<file path="src/rtl/sst_pkg.sv">
// Shared constants, state codes and control structures of the sparse set cell tracker.
`default_nettype none
package sst_pkg;

  localparam int GRID_ROWS_DEF = 32;
  localparam int GRID_COLS_DEF = 32;

  localparam int REQ_W       = 2;
  localparam int COORD_W     = 5;
  localparam int RND_W       = 16;
  localparam int TOTAL_W     = 11;
  localparam int IN_TDATA_W  = 32;
  localparam int OUT_TDATA_W = 24;
  localparam int MOD_CNT_W   = $clog2(RND_W);

  localparam logic [REQ_W-1:0] REQ_ADD    = 2'd0;
  localparam logic [REQ_W-1:0] REQ_REMOVE = 2'd1;
  localparam logic [REQ_W-1:0] REQ_PICK   = 2'd2;

  typedef enum logic [3:0] {
    ST_INIT,
    ST_IDLE,
    ST_DECODE,
    ST_LOOKUP,
    ST_EXEC,
    ST_REM_FIX,
    ST_REM_CLR,
    ST_MOD,
    ST_PICK_RD,
    ST_PICK_SET,
    ST_DONE
  } state_t;

  typedef struct packed {
    logic init_wr;
    logic capture;
    logic lookup;
    logic add_commit;
    logic rem_move;
    logic rem_fix;
    logic rem_clr;
    logic mod_step;
    logic pick_rd;
    logic pick_set;
    logic out_load;
  } cmd_t;

  typedef struct packed {
    logic init_last;
    logic req_add;
    logic req_remove;
    logic req_pick;
    logic in_range;
    logic set_empty;
    logic add_ok;
    logic rem_ok;
    logic mod_last;
    logic out_free;
  } status_t;

endpackage
`default_nettype wire

</file>
<file path="src/rtl/sst_ctrl.sv">
// Controller state machine sequencing clearing pass, add, remove and pick.
`default_nettype none
module sst_ctrl
  import sst_pkg::*;
(
  input  wire logic    clk,
  input  wire logic    rst_n,
  input  wire logic    in_tvalid,
  output logic         in_tready,
  input  wire status_t status,
  output cmd_t         cmd
);

  state_t state_r, state_nxt;

  always_ff @(posedge clk) begin
    if (!rst_n) begin
      state_r <= ST_INIT;
    end else begin
      state_r <= state_nxt;
    end
  end

  always_comb begin
    state_nxt = state_r;
    cmd       = '0;
    in_tready = 1'b0;
    case (state_r)
      ST_INIT: begin
        cmd.init_wr = 1'b1;
        if (status.init_last) begin
          state_nxt = ST_IDLE;
        end
      end
      ST_IDLE: begin
        in_tready = 1'b1;
        if (in_tvalid) begin
          cmd.capture = 1'b1;
          state_nxt   = ST_DECODE;
        end
      end
      ST_DECODE: begin
        if ((status.req_add || status.req_remove) && status.in_range) begin
          state_nxt = ST_LOOKUP;
        end else if (status.req_pick && !status.set_empty) begin
          state_nxt = ST_MOD;
        end else begin
          state_nxt = ST_DONE;
        end
      end
      ST_LOOKUP: begin
        cmd.lookup = 1'b1;
        state_nxt  = ST_EXEC;
      end
      ST_EXEC: begin
        state_nxt = ST_DONE;
        if (status.req_add) begin
          cmd.add_commit = status.add_ok;
        end else if (status.rem_ok) begin
          cmd.rem_move = 1'b1;
          state_nxt    = ST_REM_FIX;
        end
      end
      ST_REM_FIX: begin
        cmd.rem_fix = 1'b1;
        state_nxt   = ST_REM_CLR;
      end
      ST_REM_CLR: begin
        cmd.rem_clr = 1'b1;
        state_nxt   = ST_DONE;
      end
      ST_MOD: begin
        cmd.mod_step = 1'b1;
        if (status.mod_last) begin
          state_nxt = ST_PICK_RD;
        end
      end
      ST_PICK_RD: begin
        cmd.pick_rd = 1'b1;
        state_nxt   = ST_PICK_SET;
      end
      ST_PICK_SET: begin
        cmd.pick_set = 1'b1;
        state_nxt    = ST_DONE;
      end
      ST_DONE: begin
        if (status.out_free) begin
          cmd.out_load = 1'b1;
          state_nxt    = ST_IDLE;
        end
      end
      default: begin
        state_nxt = ST_IDLE;
      end
    endcase
  end

endmodule
`default_nettype wire

</file>
<file path="config.mk">
export PLATFORM = sky130hd
export DESIGN_NAME = sst_ctrl
export DESIGN_NICKNAME = d
export VERILOG_FILES = /design/src/rtl/sst_pkg.sv /design/src/rtl/sst_ctrl.sv
export SDC_FILE = /design/constraint.sdc
export NUM_CORES = 1
export LEC_CHECK = 0
export ABC_AREA = 1
export ABC_CLOCK_PERIOD_IN_PS = 1130
export BUFFER_PORTS_ARGS = -buffer_cell sky130_fd_sc_hd__buf_2
export CAP_MARGIN = 5
export CORE_UTILIZATION = 30
export CTS_BUF_LIST = sky130_fd_sc_hd__clkbuf_2 sky130_fd_sc_hd__clkbuf_4 sky130_fd_sc_hd__clkbuf_8
export CTS_CLUSTER_SIZE = 16
export DETAILED_ROUTE_END_ITERATION = 10
export MAX_ROUTING_LAYER = met4
export PLACE_DENSITY = 0.64
export SYNTH_ARGS = -nofsm -noshare
export SYNTH_HDL_FRONTEND = slang
export SYNTH_SLANG_ARGS = --single-unit
</file>
<file path="constraint.sdc">
create_clock -name clk -period 1.13 [get_ports clk]
set_input_delay 0.1695 -clock clk [delete_from_list [all_inputs] [get_ports clk]]
set_output_delay 0.1695 -clock clk [all_outputs]
set_load 0.1 [all_outputs]
</file>
# Yosys cells after proc, flatten, opt, wreduce, memory -nomap -nowiden
# Cells that the tools add are included.
[classes]
n_eq_ne = 14
multipliers = 0
n_bitwise = 0
shifts = 0
div_mod_pow = 0
n_lt_le_gt_ge = 0
n_addsub = 0
reduce_logical = 7
mux = 25
[ops]
columns = ["operator", "n"]
rows = [
  ["$pmux 4 s10", 1],
  ["$mux 4", 8],
  ["$eq 4x3->1 const B", 4],
  ["$mux 1", 15],
  ["$eq 4x4->1 const B", 3],
  ["$eq 4x2->1 const B", 2],
  ["$ne 2x2->1 const B", 4],
  ["$eq 4x1->1 const B", 1],
  ["$logic_not 4->1", 1],
  ["$reduce_and 4->1", 1],
  ["$logic_and 1x1->1", 2],
  ["$mux 2", 1],
  ["$reduce_or 2->1", 1],
  ["$logic_not 1->1", 1],
  ["$logic_or 1x1->1", 1],
]
[word_totals]
latchBits = 0
romBits = 0
elab_cells = 47
output_inout_bits = 12
n_memories = 0
regBits = 4
ramBits = 0
in_bits = 13

# Depth between registers and ports, before layout
# Gate-level depths: netlist of run 1.
[depth]
depth_word = 5
ltp_mapped = 9
mapped_depth_nobuf = 9

# Worst setup path before layout of run 1
# OpenSTA, ideal clock, no wires.
[synth_timing]
path_kind = "register to output"
startpoint = "register state_r[2]"
endpoint = "output port cmd[0] (netlist name)"
setup_slack_ns = -1.588
stages_incl_launch_ff = 4
required_time_ns = 0.961
t_arrival_ns = 2.549
n_path_buf = 0
path_cell_list = "dfxtp_1 > inv_1 > nand2_1 > nor3_1"
[synth_lines]
columns = ["item", "line_no", "rtl"]
rows = [
  ["start: declaration", "sst_ctrl.sv:14", "state_t state_r, state_nxt;"],
  ["start signal: assignment", "sst_ctrl.sv:20", "state_r <= state_nxt;"],
  ["end: declaration", "sst_ctrl.sv:11", "output cmd_t cmd"],
]

==> results of run 1 <==
==> cells by family (layout without fill, tap and decap cells) <==
family / count (synthesis) / count (layout)
simple gates: 57 / 57
buf+inv: 19 / 67
compound gates: 8 / 8
flops: 4 / 4
==> metrics by stage <==
step,setup slack [ns],instance area [µm²],total power [mW]
global route,-0.389,1170,3.28
CTS,-0.288,1130,2.90
detailed placement,-0.126,993,2.49
floorplan,-0.342,567,1.68
finish,-0.326,1170,3.11
global placement,-0.114,993,2.47
==> critical path, delay by kind of cell (launching register included) <==
| kind | cells | cell delay, ns |
|---|---|---|
| buf+inv | 3 | 0.39 |
| simple gates | 2 | 0.27 |
| flops | 1 | 0.37 |
==> Yosys cell counts (all sizes together) <==
cell type,n
a21oi,4
and3,1
dfxtp,4
inv,19
nand2,23
nand3,6
nand3b,2
nand4,3
nor2,21
nor3,1
o21ai,4
==> power by group <==
part / switching (mW) / internal (mW)
sequential: 0.138 / 0.220
clock: 0.0701 / 0.120
combinational: 1.53 / 1.04
total: 1.73 / 1.38
==> final timing paths <==
kind | startpoint | end | slack, ns | depth (start not counted)
hold / removal | rst_n | state_r[2] | 0.15 | 3
setup reg to reg | state_r[2] | state_r[0] | -0.29 | 9
hold reg to reg | state_r[1] | state_r[1] | 0.60 | 2
setup / recovery | state_r[2] | cmd[8] | -0.33 | 5
==> routing by layer <==
layer | wire length, µm | up-vias
li1 | - | 370
met1 | 836 | 349
met2 | 1150 | 53
met3 | 181 | 2
met4 | 27 | 0
met5 | 0 | -
==> repair_timing <==
action / 4_1_cts / 5_1_grt
setup buffers: 8 / 2
pin swaps: 9 / 8
gates resized for setup: 16 / 6
gates cloned: 0 / 0
setup endpoints to repair: 16 / 16
==> area by class of cell <==
| cell class | instances | area share [%] |
|---|---|---|
| repair buffers | 45 | 41.9 |
| multi-input cells | 65 | 38.9 |
| flip-flops and latches | 4 | 8.12 |
| inverters | 19 | 7.59 |
| clock buffers | 3 | 1.92 |
| well taps | 15 | 1.60 |
==> results.json, run 1 <==
{
  "core_area_um2": 1350,
  "vias": 774,
  "die_w_um": 40.6,
  "setup_viol": 16,
  "row_count": 13,
  "synthXorXnorAreaFrac_pct": 0,
  "violations": "setup timing",
  "initial_core_util_pct": 33.2,
  "regMostFlops": "state_r",
  "arrival_ns": 1.29,
  "ir_drop_mv": 1.72,
  "drc": 0,
  "cts_hold_buf": 0,
  "yosys_warnings": 0,
  "antenna_cells": 0,
  "grt_pass1_vias": 647,
  "n_fill_cell": 76,
  "reg_top3": "state_r (4)",
  "synth_seq_cells": 4,
  "gr-max-usage-layer": "met2",
  "tns_ns": -4.24,
  "drive_gt1_share_pct": 66.9,
  "worstSetupPathType": "reg -> out",
  "fin_skew_ns": 0.00529,
  "synth_compound_area_share_pct": 9.78,
  "maxSlewHeadroom_pct": 76.0,
  "drv_slew": 0,
  "crit_path_max_fanout": 5,
  "gr-total-overflow": 0,
  "p_leak_nw": 0.538,
  "multi_input_area_um2": 455,
  "avgViaCountPerCell": 5.13,
  "cts-buffers-inserted": 3,
  "grt_first_pass_wirelength_um": 2890,
  "cts_htree_levels": 1,
  "grt_max_degree": 8,
  "cp_cell_sequence": "nor2_4 -> inv_2 -> buf_12 -> nor2_4 -> buf_12",
  "muxShareOfSynthArea_pct": 0,
  "start_kind": "flip-flop",
  "layout_commonest_cell": "buf_4",
  "endpoint_kind": "output pin",
  "mostFrequentLayoutCells": "17 x buf_4, 14 x nand2_1, 14 x buf_12, 12 x nor2_4, 12 x buf_2",
  "area_delta_synth_final_pct": 161,
  "crit_slowest_cell": "dfxtp_4",
  "cts_tree": "yes",
  "clockBufferDepth": 2,
  "clk_latency_ns": 0.24,
  "layout.nets": 151,
  "yosys.area.top_type": "dfxtp_1",
  "finalCritPeriodShare_pct": 129,
  "antenna_found_initial": 0,
  "root_buffer": "clkbuf_4",
  "max_freq_ghz": 0.687,
  "power_density_nw_per_um2": 2660,
  "path_clk_slew_ns": 0.04,
  "syn_nets": 101,
  "largest_reg_flops": 4,
  "worst_slack_ns": -0.326,
  "drt_iter0_drc": 31,
  "outcome": "finished with violations",
  "io-pin-count": 25,
  "layout.area.seq_um2": 95.1,
  "fp.dieH_um": 40.6,
  "final_core_util_pct": 86.7,
  "timing_worst_slew_pin_value_ns": 0.356,
  "dp.final_hpwl_um": 1360,
  "crit_required_ns": 0.96,
  "yosysSeqAreaShare_pct": 17.9,
  "synth_top_family_by_area": "simple AND/OR/NAND/NOR gates",
  "synth.distinct_cells": 16,
  "max-cap-violations": 0,
  "crit_path_max_incr_delay_ns": 0.37,
  "synth_area_per_cell_um2": 5.09,
  "dp.cells": 138,
  "io_buffers": 24,
  "drt-total-wl_um": 2190,
  "grt.met1_usage_pct": 29.1,
  "syn_inst": 88,
  "wl_per_cell_um": 14.5,
  "fin_cells": 151,
  "place.gp.congestion": 0.854,
  "ant_nets": 0,
  "firstDrtPassIters": 4,
  "synthAdderAreaFrac_pct": 0,
  "dieArea_um2": 1650,
  "timing.hold.ws_ns": 0.146,
  "yosys.area_share.simple_pct": 56.4,
  "hold_viol": 0,
  "syn_area_um2": 448,
  "met2_usage_pct": 54.0,
  "period_minus_slack_ns": 1.46,
  "clkSinkCount": 4,
  "grt_usage_pct": 28.5,
  "met3_usage_pct": 8.15,
  "rsz0062_at_grt": "yes",
  "synth_area_leaders": "dfxtp_1 18%, nand2_1 18%, inv_1 15%",
  "hp-class": "in -> reg",
  "synth_top_area_share_pct": 17.9
}
Power figures use the tool's default switching activity.
==> run 2: changes to the inputs <==
--- a/config.mk
+++ b/config.mk
@@ -6,7 +6,7 @@
 export NUM_CORES = 1
 export LEC_CHECK = 0
 export ABC_AREA = 1
-export ABC_CLOCK_PERIOD_IN_PS = 1130
+export ABC_CLOCK_PERIOD_IN_PS = 1850
 export BUFFER_PORTS_ARGS = -buffer_cell sky130_fd_sc_hd__buf_2
 export CAP_MARGIN = 5
 export CORE_UTILIZATION = 30
@@ -14,7 +14,7 @@
 export CTS_CLUSTER_SIZE = 16
 export DETAILED_ROUTE_END_ITERATION = 10
 export MAX_ROUTING_LAYER = met4
-export PLACE_DENSITY = 0.64
+export PLACE_DENSITY = 0.62
 export SYNTH_ARGS = -nofsm -noshare
 export SYNTH_HDL_FRONTEND = slang
 export SYNTH_SLANG_ARGS = --single-unit
==> constraint.sdc (replaced) <==
create_clock -name clk -period 1.85 [get_ports clk]
set_input_delay 0.2775 -clock clk [delete_from_list [all_inputs] [get_ports clk]]
set_output_delay 0.2775 -clock clk [all_outputs]
set_load 0.1 [all_outputs]
==> results.json, run 2 (same netlist as run 1, synthesis figures left out) <==
{
  "row_count": 13,
  "ir_drop_mv": 0.939,
  "place.gp.congestion": 0.836,
  "die_w_um": 40.6,
  "dp_slack_ns": 0.317,
  "grt_usage_pct": 18.9,
  "ant_nets": 0,
  "finalCritPeriodShare_pct": 92.8,
  "dp.final_hpwl_um": 1100,
  "power_density_nw_per_um2": 1720,
  "worstSetupPathType": "reg -> out",
  "core_area_um2": 1350,
  "final_core_util_pct": 50.1,
  "antenna_found_initial": 0,
  "largest_reg_flops": 4,
  "cts_resized": 0,
  "worstReg2RegEnd": "state_r[0]",
  "drt_iter0_drc": 30,
  "vias": 611,
  "cts_tree": "yes",
  "hp-class": "in -> reg",
  "p_leak_nw": 0.408,
  "wl_per_cell_um": 9.81,
  "period_minus_slack_ns": 1.72,
  "drt-total-wl_um": 1280,
  "gr-total-overflow": 0,
  "max_freq_ghz": 0.582,
  "critPathLaunch": "state_r[1]",
  "max-cap-violations": 0,
  "setup_viol": 0,
  "crit_slowest_cell": "dfxtp_1",
  "r2r_cells": 9,
  "clkSinkCount": 4,
  "endpoint_kind": "output pin",
  "outcome": "completed",
  "grt_first_pass_wirelength_um": 2030,
  "grt_max_degree": 8,
  "crit_required_ns": 1.57,
  "reg2reg_slack_ns": 0.52,
  "io-pin-count": 25,
  "firstDrtPassIters": 4,
  "grt_pass1_vias": 516,
  "layout_commonest_cell": "nand2_1",
  "dp.cells": 127,
  "mostFrequentLayoutCells": "21 x nand2_1, 19 x buf_2, 18 x inv_1, 12 x nor2_1, 7 x nor2_2",
  "worst_slack_ns": 0.133,
  "maxSlewHeadroom_pct": 67.6,
  "fin_cells": 130,
  "post_cts_buffers": 0,
  "start_kind": "flip-flop",
  "area_delta_synth_final_pct": 51.1,
  "clk_latency_ns": 0.24,
  "dieArea_um2": 1650,
  "root_buffer": "clkbuf_4",
  "fp.dieH_um": 40.6,
  "reg_top3": "state_r (4)",
  "tns_ns": 0,
  "cts-buffers-inserted": 3,
  "crit_path_max_fanout": 7,
  "io_buffers": 24,
  "avgViaCountPerCell": 4.70,
  "initial_core_util_pct": 33.2,
  "crit_path_max_incr_delay_ns": 0.43,
  "r2r-start": "state_r[2]",
  "regMostFlops": "state_r",
  "timing_worst_slew_pin_value_ns": 0.490,
  "cts_htree_levels": 1,
  "crit_path_end": "cmd[8]",
  "antenna_cells": 0,
  "drive_gt1_share_pct": 35.7,
  "drv_slew": 0,
  "fin_skew_ns": 0.00743,
  "rsz0062_at_grt": "no",
  "path_clk_slew_ns": 0.03,
  "clockBufferDepth": 2,
  "layout.nets": 130,
  "cts_hold_buf": 0,
  "cp_cell_sequence": "nand2_1 -> nor2_2 -> buf_2",
  "hold_viol": 0,
  "timing.hold.ws_ns": 0.265,
  "drc": 0,
  "arrival_ns": 1.44
}
[run 2: cell count changes in the layout (fill, tap and decap cells not counted), moves of 9 or more]
cell    previous run  this run
inv_1              9        18
nor2_4            12         2
buf_12            14         2
buf_4             17         0
[run 2: how the worst min path moves through the flow]
| stage | startpoint | to | slack, ns | cells past startpoint |
|---|---|---|---|---|
| after CTS | rst_n | state_r[2] | 0.27 | 3 |
| after global placement | rst_n | state_r[2] | 0.50 | 3 |
| after global routing | rst_n | state_r[2] | 0.29 | 3 |
| after floorplan | rst_n | state_r[2] | 0.38 | 2 |
| after detailed placement | rst_n | state_r[2] | 0.51 | 3 |
| final | rst_n | state_r[2] | 0.26 | 3 |
[run 2: per-stage QoR]
stage	cell area, µm²	power, mW
after floorplan	475	0.897
after global placement	644	1.04
after detailed placement	644	1.04
after CTS	667	1.15
after global routing	677	1.25
final	677	1.17
[run 2: critical path: cells and delay by family (launching register included)]
kind          cells  cell delay [ns]
buf+inv           1             0.43
simple gates      2             0.35
flops             1             0.43
[run 2: final cells by class]
| class | instances | area (µm²) |
|---|---|---|
| clock buffer | 3 | 22.5 |
| fill | 148 | 673 |
| inverter | 19 | 71.3 |
| multi-input combinational | 65 | 327 |
| sequential | 4 | 80.1 |
| tap | 15 | 18.8 |
| timing repair buffer | 24 | 158 |
[run 2: layer usage]
metal | vias to the layer above | part of all wire, % | GRT usage [%]
li1 | 327 | - | -
met5 | - | 0 | -
met2 | 15 | 48 | 29.0
met1 | 269 | 48 | 24.5
met4 | 0 | 0 | 2.50
met3 | 0 | 3.9 | 6.52
[run 2: power breakdown]
| part | internal [mW] | leakage, nW | switching [mW] | total [mW] |
|---|---|---|---|---|
| clock | 0.0725 | 0.0138 | 0.0357 | 0.108 |
| combinational | 0.200 | 0.362 | 0.692 | 0.892 |
| sequential | 0.117 | 0.0327 | 0.0493 | 0.166 |
| total | 0.389 | 0.408 | 0.777 | 1.17 |
==> run 3: changes to the inputs <==
--- a/config.mk
+++ b/config.mk
@@ -9,12 +9,13 @@
 export ABC_CLOCK_PERIOD_IN_PS = 1850
 export BUFFER_PORTS_ARGS = -buffer_cell sky130_fd_sc_hd__buf_2
 export CAP_MARGIN = 5
-export CORE_UTILIZATION = 30
+export CORE_AREA = 2 2 39 41
 export CTS_BUF_LIST = sky130_fd_sc_hd__clkbuf_2 sky130_fd_sc_hd__clkbuf_4 sky130_fd_sc_hd__clkbuf_8
 export CTS_CLUSTER_SIZE = 16
 export DETAILED_ROUTE_END_ITERATION = 10
+export DIE_AREA = 0 0 41 43
 export MAX_ROUTING_LAYER = met4
-export PLACE_DENSITY = 0.62
+export PLACE_DENSITY = 0.68
 export SYNTH_ARGS = -nofsm -noshare
 export SYNTH_HDL_FRONTEND = slang
 export SYNTH_SLANG_ARGS = --single-unit
==> results.json, run 3 (same netlist as run 1, synthesis figures left out) <==
{
  "maxSlewHeadroom_pct": 67.7,
  "post_cts_buffers": 0,
  "layout_commonest_cell": "nand2_1",
  "dieArea_um2": 1760,
  "timing.hold.ws_ns": 0.269,
  "r2r_cells": 9,
  "drc": 0,
  "worst_slack_ns": 0.0918,
  "cts_htree_levels": 1,
  "finalCritPeriodShare_pct": 95.0,
  "clkSinkCount": 4,
  "dr_wl_met2_um": 660,
  "wl_per_cell_um": 9.63,
  "dr.max_layer_used": "met3",
  "drt_iter0_drc": 5,
  "p_leak_nw": 0.409,
  "route.met3.wl_um": 41,
  "vias": 627,
  "cp_cell_sequence": "inv_1 -> nor2_1 -> nand2_1 -> inv_1 -> buf_2",
  "crit_path_max_fanout": 7,
  "timing_worst_slew_pin_value_ns": 0.487,
  "mostFrequentLayoutCells": "21 x nand2_1, 20 x buf_2, 18 x inv_1, 12 x nor2_1, 7 x nor2_2",
  "hp-class": "in -> reg",
  "initial_core_util_pct": 32.4,
  "power_density_nw_per_um2": 1720,
  "core_area_um2": 1380,
  "worst_path_most_repeated_cell": "inv_1",
  "ir_drop_mv": 0.682,
  "avgViaCountPerCell": 4.79,
  "grt_max_degree": 8,
  "drive_gt1_share_pct": 35.7,
  "gr-total-overflow": 0,
  "fin_skew_ns": 0.00250,
  "max_freq_ghz": 0.569,
  "ant_nets": 0,
  "m1WireLength_um": 559,
  "crit_slowest_cell": "dfxtp_1",
  "arrival_ns": 1.48,
  "fp.dieH_um": 43,
  "hold_viol": 0,
  "period_minus_slack_ns": 1.76,
  "grt_pass1_vias": 563,
  "firstDrtPassIters": 5,
  "cts_hold_buf": 0,
  "whs_path_depth": 3,
  "drv_slew": 0,
  "antenna_found_initial": 0,
  "rsz0062_at_grt": "yes",
  "tns_ns": 0,
  "path_clk_slew_ns": 0.04,
  "drt-total-wl_um": 1260,
  "reg2reg_slack_ns": 0.53,
  "die_w_um": 41,
  "grt_usage_pct": 17.4,
  "root_buffer": "clkbuf_4",
  "crit_required_ns": 1.57,
  "dp_slack_ns": 0.303,
  "io_buffers": 24,
  "start_kind": "flip-flop",
  "clk_latency_ns": 0.23,
  "row_count": 14,
  "crit_path_max_incr_delay_ns": 0.43,
  "layout.nets": 130,
  "place.gp.congestion": 0.810,
  "regMostFlops": "state_r",
  "io-pin-count": 25,
  "cts_tree": "yes",
  "total_power_mw": 1.16,
  "endpoint_kind": "output pin",
  "setup_viol": 0,
  "antenna_cells": 0,
  "largest_reg_flops": 4,
  "grt_first_pass_wirelength_um": 2130,
  "cts-buffers-inserted": 3,
  "dp.final_hpwl_um": 1080,
  "cts_resized": 0,
  "worstSetupPathType": "reg -> out",
  "clockBufferDepth": 2,
  "area_delta_synth_final_pct": 50.8,
  "max-cap-violations": 0,
  "reg_top3": "state_r (4)",
  "outcome": "completed"
}
==> run 3: changes by cell type in the layout (fill, tap and decap cells not counted) <==
cell	before	now
clkbuf_4	6	5
buf_2	19	20
==> run 3: layer usage <==
layer | up-vias | GRT usage [%]
li1 | 327 | -
met1 | 288 | 24.0
met2 | 12 | 24.7
met3 | 0 | 4.71
met4 | 0 | 4.00
met5 | - | -
==> run 3: path summary, 6_finish.rpt <==
check | start | endpoint
worst max-delay path | state_r[1] | cmd[4]
worst min-delay path | rst_n | state_r[2]
worst min register to register | state_r[1] | state_r[1]
worst max register to register | state_r[1] | state_r[0]
==> run 3: critical path: cells and delay by family (launching register included) <==
kind	cells	cell delay [ns]
flip-flops	1	0.43
buffers and inverters	3	0.58
AND/OR/NAND/NOR	2	0.23
==> run 3: final cells by class <==
class                   instances  area [µm²]
multi-input cells              65         327
fillers                       147         708
inverters                      19        71.3
well taps                      16        20.0
flip-flops and latches          4        80.1
clock buffers                   3        22.5
repair buffers                 24         155
==> run 3: per-stage QoR <==
stage	cells	cell area, µm²	utilization, %
6_report	131	676	48.8
5_1_grt	131	676	48.8
4_1_cts	131	668	48.3
3_5_place_dp	128	646	46.7
3_3_place_gp	128	646	46.7
2_1_floorplan	88	475	-
==> run 3: power by group <==
part | total [mW] | switching (mW) | internal, mW
Clock | 0.106 | 0.0333 | 0.0724
Sequential | 0.168 | 0.0505 | 0.117
Combinational | 0.887 | 0.688 | 0.199
Total | 1.16 | 0.772 | 0.389
